$ cat config.mk
export PLATFORM = sky130hd
export DESIGN_NAME = frame_rate_throttle_top
export DESIGN_NICKNAME = d
export VERILOG_FILES = /design/src/rtl/frt_pkg.sv /design/src/rtl/frame_rate_throttle_top.sv
export SDC_FILE = /design/constraint.sdc
export NUM_CORES = 1
export LEC_CHECK = 0
export ABC_AREA = 1
export BUFFER_PORTS_ARGS = -buffer_cell sky130_fd_sc_hd__clkbuf_2
export CAP_MARGIN = 20
export CORE_ASPECT_RATIO = 0.7
export CORE_UTILIZATION = 50
export DETAILED_ROUTE_END_ITERATION = 8
export GPL_ROUTABILITY_DRIVEN = 0
export HOLD_SLACK_MARGIN = 0.15
export PLACE_DENSITY_LB_ADDON = 0.15
export SLEW_MARGIN = 20
export SYNTH_ARGS = -nofsm -noshare
export SYNTH_HDL_FRONTEND = slang
export SYNTH_SLANG_ARGS = --single-unit
$ cat constraint.sdc
create_clock -name clk -period 7.25 [get_ports clk]
set_input_delay 0.725 -clock clk [delete_from_list [all_inputs] [get_ports clk]]
set_output_delay 0.725 -clock clk [all_outputs]
set_load 0.02 [all_outputs]
$ cat src/rtl/frt_pkg.sv
package frt_pkg;

	localparam int unsigned PERIOD_W = 40;
	localparam int unsigned TOL_W    = 21;
	localparam int unsigned STAMP_W  = 64;
	localparam int unsigned NOW_W    = 63;
	localparam int unsigned CFG_IDX_W = 2;

	// late - deadline is at most 4*period + tolerance < 2^43
	localparam int unsigned DVD_W = 43;
	localparam int unsigned CNT_W = $clog2(DVD_W);

	localparam logic [PERIOD_W-1:0] PERIOD_RESET = PERIOD_W'(66666667);
	localparam logic [TOL_W-1:0]    TOL_RESET    = TOL_W'(2000000);

	typedef enum logic [CFG_IDX_W-1:0] {
		REG_PERIOD    = 2'd0,
		REG_TOLERANCE = 2'd1
	} frt_reg_t;

	typedef enum logic [3:0] {
		S_IDLE,
		S_SUM1,
		S_SUM2,
		S_SUM3,
		S_CMP,
		S_DIV,
		S_UPD1,
		S_UPD2,
		S_EMIT
	} frt_state_t;

endpackage

$ cat src/rtl/frame_rate_throttle_top.sv
// Frame rate throttle: decides per frame whether to forward or drop it; a frame
// passes once its stamp plus tolerance reaches a deadline kept on a period grid.
// Input channel (in_valid/in_ready): one word carries capture_ns and now_ns.
// Output channel (out_valid/out_ready): one word per input, pass=1 forward.
// Config channel (cfg_valid/cfg_ready, always ready): cfg_index 0 writes
// period_ns, 1 writes tolerance_ns (low 21 bits of cfg_data); other indexes
// are ignored. Write only while the block is idle.
// One shared 64-bit adder/subtractor is stepped by a small sequencer. The
// result word of a dropped frame is presented after the sum and compare steps;
// a passed frame first runs the bit-serial remainder loop (late - deadline)
// mod period that finds the new deadline, then updates the deadline.
// One frame is in flight at a time: in_ready is high only when the sequencer
// is idle, which it reaches as the result is presented, so a new word is
// taken only once the result of the last one is presented.
// The result sits in an output register; if the receiver stalls and a new
// result is ready, the sequencer holds until the register frees.
// Reset clears the deadline (unset), loads period 66666667 ns and tolerance
// 2000000 ns, and empties the output register.
module frame_rate_throttle_top (
	input  logic                          clk,
	input  logic                          arst_n,
	input  logic                          in_valid,
	output logic                          in_ready,
	input  logic [frt_pkg::STAMP_W-1:0]   capture_ns,
	input  logic [frt_pkg::NOW_W-1:0]     now_ns,
	output logic                          out_valid,
	input  logic                          out_ready,
	output logic                          pass,
	input  logic                          cfg_valid,
	output logic                          cfg_ready,
	input  logic [frt_pkg::CFG_IDX_W-1:0] cfg_index,
	input  logic [frt_pkg::PERIOD_W-1:0]  cfg_data
);
	import frt_pkg::*;

	frt_state_t state_q, state_d;

	logic [PERIOD_W-1:0] period_q;
	logic [TOL_W-1:0]    tol_q;
	logic [STAMP_W-1:0]  deadline_q;
	logic [STAMP_W-1:0]  stamp_q;
	logic [STAMP_W-1:0]  late_q;
	logic [STAMP_W-1:0]  tmp_q;
	logic [DVD_W-1:0]    dvd_q;
	logic [PERIOD_W-1:0] rem_q;
	logic [CNT_W-1:0]    cnt_q;
	logic                restart_q;
	logic                res_q;
	logic                out_valid_q;
	logic                pass_q;

	logic [PERIOD_W-1:0] per_eff;
	logic                missing;
	logic [STAMP_W-1:0]  stamp_eff;
	logic                slot_free;
	logic [PERIOD_W:0]   trial;

	// shared adder/subtractor
	logic [STAMP_W-1:0]  alu_a, alu_b;
	logic                alu_sub;
	logic [STAMP_W:0]    alu_res;
	logic                alu_borrow;

	assign per_eff   = (period_q == '0) ? PERIOD_W'(1) : period_q;
	assign missing   = (capture_ns == '0) || capture_ns[STAMP_W-1];
	assign stamp_eff = missing ? {1'b0, now_ns} : capture_ns;
	assign slot_free = !out_valid_q || out_ready;
	assign trial     = {rem_q, dvd_q[DVD_W-1]};

	assign alu_res    = {1'b0, alu_a} + {1'b0, (alu_sub ? ~alu_b : alu_b)}
		+ (STAMP_W+1)'(alu_sub);
	assign alu_borrow = alu_sub && !alu_res[STAMP_W];

	assign in_ready  = (state_q == S_IDLE);
	assign out_valid = out_valid_q;
	assign pass      = pass_q;
	assign cfg_ready = 1'b1;

	always_comb begin
		state_d = state_q;
		alu_a   = stamp_q;
		alu_b   = STAMP_W'(per_eff);
		alu_sub = 1'b0;
		unique case (state_q)
			S_IDLE: begin
				if (in_valid) state_d = S_SUM1;
			end
			S_SUM1: begin
				state_d = S_SUM2;
			end
			S_SUM2: begin
				alu_a   = deadline_q;
				alu_b   = {{(STAMP_W-PERIOD_W-2){1'b0}}, per_eff, 2'b00};
				state_d = S_SUM3;
			end
			S_SUM3: begin
				alu_b   = STAMP_W'(tol_q);
				state_d = S_CMP;
			end
			S_CMP: begin
				alu_a   = late_q;
				alu_b   = deadline_q;
				alu_sub = 1'b1;
				state_d = alu_borrow ? S_EMIT : S_DIV;
			end
			S_DIV: begin
				alu_a   = STAMP_W'(trial);
				alu_sub = 1'b1;
				if (cnt_q == CNT_W'(DVD_W-1)) state_d = S_UPD1;
			end
			S_UPD1: begin
				alu_a   = late_q;
				alu_b   = STAMP_W'(rem_q);
				alu_sub = 1'b1;
				state_d = S_UPD2;
			end
			S_UPD2: begin
				alu_a   = tmp_q;
				state_d = S_EMIT;
			end
			S_EMIT: begin
				if (slot_free) state_d = S_IDLE;
			end
			default: begin
				state_d = S_IDLE;
			end
		endcase
	end

	always_ff @(posedge clk or negedge arst_n) begin
		if (!arst_n) begin
			state_q     <= S_IDLE;
			period_q    <= PERIOD_RESET;
			tol_q       <= TOL_RESET;
			deadline_q  <= '0;
			out_valid_q <= 1'b0;
		end else begin
			state_q <= state_d;
			if (cfg_valid) begin
				unique case (cfg_index)
					REG_PERIOD:    period_q <= cfg_data;
					REG_TOLERANCE: tol_q    <= cfg_data[TOL_W-1:0];
					default: ;
				endcase
			end
			// restart the deadline at the stamp when unset or far off
			if (state_q == S_SUM3 && restart_q) deadline_q <= stamp_q;
			if (state_q == S_UPD2) deadline_q <= alu_res[STAMP_W-1:0];
			if (state_q == S_EMIT && slot_free) begin
				out_valid_q <= 1'b1;
			end else if (out_ready) begin
				out_valid_q <= 1'b0;
			end
		end
	end

	always_ff @(posedge clk) begin
		unique case (state_q)
			S_IDLE: begin
				if (in_valid) stamp_q <= stamp_eff;
			end
			S_SUM1: begin
				restart_q <= (deadline_q == '0) || (alu_res[STAMP_W-1:0] < deadline_q);
			end
			S_SUM2: begin
				if (stamp_q > alu_res[STAMP_W-1:0]) restart_q <= 1'b1;
			end
			S_SUM3: begin
				late_q <= alu_res[STAMP_W-1:0];
			end
			S_CMP: begin
				res_q <= !alu_borrow;
				dvd_q <= alu_res[DVD_W-1:0];
				rem_q <= '0;
				cnt_q <= '0;
			end
			S_DIV: begin
				// restoring step: keep the difference unless it borrowed
				rem_q <= alu_borrow ? trial[PERIOD_W-1:0] : alu_res[PERIOD_W-1:0];
				dvd_q <= {dvd_q[DVD_W-2:0], 1'b0};
				cnt_q <= cnt_q + CNT_W'(1);
			end
			S_UPD1: begin
				tmp_q <= alu_res[STAMP_W-1:0];
			end
			S_EMIT: begin
				if (slot_free) pass_q <= res_q;
			end
			default: ;
		endcase
	end

endmodule

==> results.json, run 1 <==
{
  "status": "completed",
  "grt_max_degree": 72,
  "grt_pass1_wl_um": 140900,
  "track_usage_pct": 33.41,
  "critPathArrivalTime_ns": 7.18,
  "finClkSkew_ns": 0.03378,
  "wl_per_cell_um": 22.58,
  "worst_path_max_delay_cell": "buf_4",
  "io_buffers": 176,
  "num_rows": 71,
  "postSynthAreaPerCell_um2": 8.590,
  "layout_commonest_cell": "nand2_1",
  "synth_fa_ha_area_share_pct": 8.757,
  "cp_common_cell": "nand2_1",
  "crit_path_start_kind": "flip-flop",
  "antenna_left": 0,
  "worst_ep_required_time_ns": 7.54,
  "synthFlopType": "edfxtp_1",
  "tritoncts": "done",
  "ys_warn_count": 0,
  "muxShareOfSynthArea_pct": 3.085,
  "grt_overflow_total": 0,
  "worst_slew_pin_slew_ns": 1.160,
  "tns_ns": 0,
  "cts.sinks": 414,
  "layout_common_cells": "nand2_1, inv_1, o21ai_0, edfxtp_1, nor2_1",
  "antenna_found_initial": 1,
  "drive_gt1_share_pct": 13.97,
  "fin_crit_ns": 6.888,
  "pin_count": 178,
  "syn2layout_area_growth_pct": 11.97,
  "max_slew_margin_pct": 22.05,
  "synth_top_family_by_area": "compound AO/OA/AOI/OAI gates",
  "cp_top_family": "simple AND/OR/NAND/NOR gates",
  "die-area_um2": 55710,
  "worstHoldPathType": "in2async",
  "maxCapViolations": 0,
  "drt-total-wl_um": 92480,
  "crit_path_max_fanout": 39,
  "hpwl_um": 69070,
  "postCtsHoldBufs": 0,
  "synth_compound_area_share_pct": 18.26,
  "ys_async_sr_fraction_pct": 31.40,
  "synth_edf_count": 284,
  "critPathMaxStageDelay_ns": 0.58,
  "syn_area_um2": 27380,
  "first_iter_violations": 3665,
  "grt_pass1_vias": 23560,
  "fp.dieW_um": 281.7,
  "path_buf_inv": 5,
  "rsz0062_at_grt": "false",
  "htreeDepth": 2,
  "fmax_mhz": 145.2,
  "die_h_um": 197.8,
  "clkLatencyLatePin_ns": 0.60,
  "netlist_instances": 3187,
  "core_area_um2": 53920,
  "synthSimpleGateAreaFrac_pct": 15.43,
  "hold_violations": 0,
  "slew_violations": 0,
  "finalSetupViolations": 0,
  "critPathCaptureType": "flip-flop",
  "fin_nets": 3694,
  "drc_errors": 0,
  "clockBufferDepth": 3,
  "finalCritPeriodShare_pct": 95.00,
  "synthXorXnorAreaFrac_pct": 3.090,
  "routed-via-count": 24880,
  "firstDrtPassIters": 6,
  "cts-buffers-inserted": 45,
  "routed_via_density": 6.075,
  "crit_type": "reg2reg",
  "cts-root-buf": "clkbuf_16",
  "synth_cell_types": 68,
  "synthesis.nets": 3552,
  "initial_core_util_pct": 50.77,
  "synth-seq-cells": 414,
  "clkTransAtPathRegs_ns": 0.06,
  "ys_seq_area_share_pct": 43.13
}
==> cell families after synthesis <==
logic type | after synthesis
AOI/OAI and AO/OA | 815
and+or+nand+nor | 1016
xor gates and xnor gates | 85
buffers and inverters | 589
adders and majority gates | 191
other | 2
muxes | 75
DFF | 414
==> layer usage <==
layer	vias up	global-route usage (%)	part of all wire [%]
met5	-	0	0
met4	0	9.159	2.7
met3	183	11.87	14
met2	1514	44.09	38
met1	11810	50.62	45
li1	11380	-	-
==> worst paths after layout <==
path                       slack [ns]  depth (start not counted)         start            to
min reg2reg                      0.43                          0         res_q          pass
min                              0.14                          1        arst_n      tol_q[5]
max                              0.36                         32    state_q[3]     restart_q
max in group asynchronous        5.71                          2        arst_n  period_q[28]
min in group clk                 0.35                          3  cfg_data[14]  period_q[14]
max reg2reg                      0.36                         32    state_q[3]     restart_q
==> stage by stage <==
step | hold slack (ns) | instances | area (um2) | utilization, % | worst slack, ns
global route | 0.1780 | 4095 | 30650 | 56.84 | 0.06311
floorplan | 0.4003 | 3187 | 27380 | - | 0.2465
global placement | 0.4015 | 4012 | 29100 | 53.97 | 0.4124
detailed placement | 0.4083 | 4012 | 29100 | 53.97 | 0.2279
finish | 0.1383 | 4096 | 30650 | 56.85 | 0.3624
CTS | 0.1778 | 4095 | 30610 | 56.76 | 0.1819
==> cell usage after synthesis, types with 43 or more instances <==
| library cell | n | area [um2] |
|---|---|---|
| nor2_1 | 236 | 885.9 |
| nand2_1 | 595 | 2233 |
| xor2_1 | 59 | 516.8 |
| nand4_1 | 43 | 269.0 |
| mux2_2 | 75 | 844.6 |
| o221ai_1 | 46 | 402.9 |
| a21oi_1 | 223 | 1116 |
| ha_1 | 190 | 2377 |
| dfrtp_1 | 109 | 2728 |
| o21ai_0 | 285 | 1426 |
| inv_1 | 444 | 1667 |
| clkbuf_1 | 93 | 349.1 |
| edfxtp_1 | 284 | 8528 |
| nand3_1 | 56 | 280.3 |
==> state kept, by name, indices dropped and copies added, names as in the netlist <==
signal      flops
pass            1
dvd_q          43
out_valid       1
late_q         64
deadline_q     64
state_q         4
tmp_q          64
cnt_q           6
stamp_q        64
restart_q       1
rem_q          40
period_q       40
res_q           1
tol_q          21
==> area by class of cell <==
type	instances	area, um2
repair buffers	224	1247
diodes	1	2.502
clock inverters	30	287.8
fillers	4879	23270
inverters	460	1734
clock buffers	53	1219
flip-flops and latches	414	11810
well taps	730	913.4
multi-input cells	2184	13440
==> repair_timing <==
item | CTS | global route
resized for setup | 0 | 10
buffers inserted | 0 | 0
endpoints found under the setup margin | 0 | 2
Power of run 1 is left out: the tool's default activity adds up to more than one toggle a clock period on the data nets, which glitch-free logic cannot reach.
==> run 2: changes to the inputs <==
- CORE_UTILIZATION: 50 -> 25
- CTS_BUF_LIST: default -> sky130_fd_sc_hd__clkbuf_4
==> run 2 against run 1 <==
Net effect: global-route usage is 13 points lower; final area increased by 10%; largest cell class unchanged; highest routed layer is now met5; register-to-register slack lost 0.02 ns; via count up 0.97%; clock-buffer cell count up 131; hold slack better by 0.097 ns; wire length is 22% higher; worst setup slack worse by 0.018 ns; fmax fell by 0.26%.
==> results.json, run 2 (synthesis gave the netlist of run 1 again) <==
{
  "status": "completed",
  "maxCapViolations": 0,
  "firstDrtPassIters": 6,
  "slew_violations": 0,
  "initial_core_util_pct": 25.25,
  "grt_pass1_vias": 23910,
  "finClkSkew_ns": 0.1503,
  "fillers": 11610,
  "multi_input_area_um2": 13420,
  "worst_ep_required_time_ns": 8.09,
  "r2r-end": "restart_q",
  "core_area_um2": 108400,
  "drive_gt1_share_pct": 17.45,
  "pin_count": 178,
  "routed-via-count": 25130,
  "wl_met2_um": 41730,
  "cp-startpoint": "state_q[3]",
  "fmax_mhz": 144.8,
  "seq_area_um2": 11810,
  "reg2reg_depth": 33,
  "clockBufferDepth": 3,
  "grt_pass1_wl_um": 162800,
  "layout_common_cells": "nand2_1, inv_1, o21ai_0",
  "fp.dieW_um": 397.5,
  "critPathMaxStageDelay_ns": 0.47,
  "io_buffers": 176,
  "cts.sinks": 414,
  "tns_ns": 0,
  "tritoncts": "done",
  "cts-root-buf": "clkbuf_4",
  "layout_commonest_cell": "nand2_1",
  "worstHoldPathType": "in2reg",
  "antenna_found_initial": 5,
  "clkLatencyLatePin_ns": 1.13,
  "rr_startpoint": "state_q[3]",
  "first_iter_violations": 2259,
  "rsz0062_at_grt": "false",
  "hpwl_um": 84520,
  "die-area_um2": 110800,
  "rrSetupSlack_ns": 0.34,
  "route.met3.wl_um": 8899,
  "holdPathEnd": "tol_q[7]",
  "fin_crit_ns": 6.906,
  "crit_type": "reg2reg",
  "htreeDepth": 3,
  "antenna_left": 0,
  "drt-total-wl_um": 112600,
  "path_buf_inv": 5,
  "cp_top_family": "simple AND/OR/NAND/NOR gates",
  "grt_max_degree": 76,
  "syn2layout_area_growth_pct": 23.43,
  "num_rows": 101,
  "routed_via_density": 4.859,
  "fin_nets": 3987,
  "cp_common_cell": "nand2_1",
  "grt_overflow_total": 0,
  "top_layer_used": "met5",
  "die_h_um": 278.9,
  "holdPathStages": 5,
  "finalSetupViolations": 0,
  "max_slew_margin_pct": 21.58,
  "critPathCaptureType": "flip-flop",
  "hold_violations": 0,
  "track_usage_pct": 19.99,
  "wl_per_cell_um": 21.77,
  "crit_path_max_fanout": 20,
  "clkTransAtPathRegs_ns": 0.08,
  "crit_path_start_kind": "flip-flop",
  "worst_slew_pin_slew_ns": 1.166,
  "critPathArrivalTime_ns": 7.75,
  "hold_path.startpoint": "cfg_valid",
  "worst_path_max_delay_cell": "a2111oi_0",
  "finalCritPeriodShare_pct": 95.25,
  "wl_met1_um": 59550,
  "drc_errors": 0,
  "cts-buffers-inserted": 113
}
-- run 2: cell types whose count changed in the layout (fill, tap and decap cells not counted), moves of 7 or more --
cell / previous run / this run
dlygate4sd3_1: 0 / 171
buf_12: 0 / 8
clkbuf_16: 47 / 0
clkbuf_4: 0 / 184
clkinv_2: 14 / 5
diode_2: 1 / 10
buf_4: 48 / 94
clkinv_1: 10 / 17
-- run 2: worst max-delay path by stage --
| stage | end | slack [ns] | depth (start not counted) |
|---|---|---|---|
| 3_3_place_gp | restart_q | 0.27 | 32 |
| 5_1_grt | restart_q | 0.003 | 36 |
| 6_report | restart_q | 0.34 | 33 |
| 2_1_floorplan | restart_q | 0.25 | 37 |
| 3_5_place_dp | restart_q | 0.35 | 34 |
| 4_1_cts | restart_q | 0.26 | 31 |
-- run 2: layout make-up --
cell class,instances,share of cell area [%]
clock buffer,184,4.088
inverter,460,5.140
timing repair buffer,449,10.25
antenna,10,0.07406
tap,1442,5.340
sequential,414,34.95
clock inverter,28,0.4406
multi-input combinational,2184,39.72
-- run 2: metrics by stage --
stage               instances  hold WS, ns  util [%]  area (um2)  worst slack, ns
detailed placement       4773       0.4106     28.06       30420           0.3478
global placement         4773       0.4144     28.06       30420           0.2739
floorplan                3187       0.4003         -       27380           0.2465
global route             5169       0.2351     31.16       33780         0.002937
finish                   5171       0.2352     31.16       33790           0.3442
CTS                      5157       0.1622     31.07       33680           0.2576
-- run 2: worst min-delay path, cell delays in order --
cell	delay, ns
clkbuf_2	0.10
nand3b_1	0.08
buf_4	0.25
nand2_1	0.09
o21ai_0	0.08
-- run 2: repair_timing --
action,4_1_cts,5_1_grt
gates resized for setup,0,9
hold buffers,172,0
buffers inserted,0,4
endpoints found under the setup margin,0,2
endpoints found under the hold margin,198,0
-- run 2: routing by layer --
| layer | track usage, % | up-vias |
|---|---|---|
| met2 | 25.48 | 933 |
| met3 | 4.704 | 129 |
| met4 | 5.089 | 2 |
| met1 | 32.14 | 11990 |
| met5 | 1.263 | - |
| li1 | - | 12070 |
Power of run 2 is left out for the same reason.
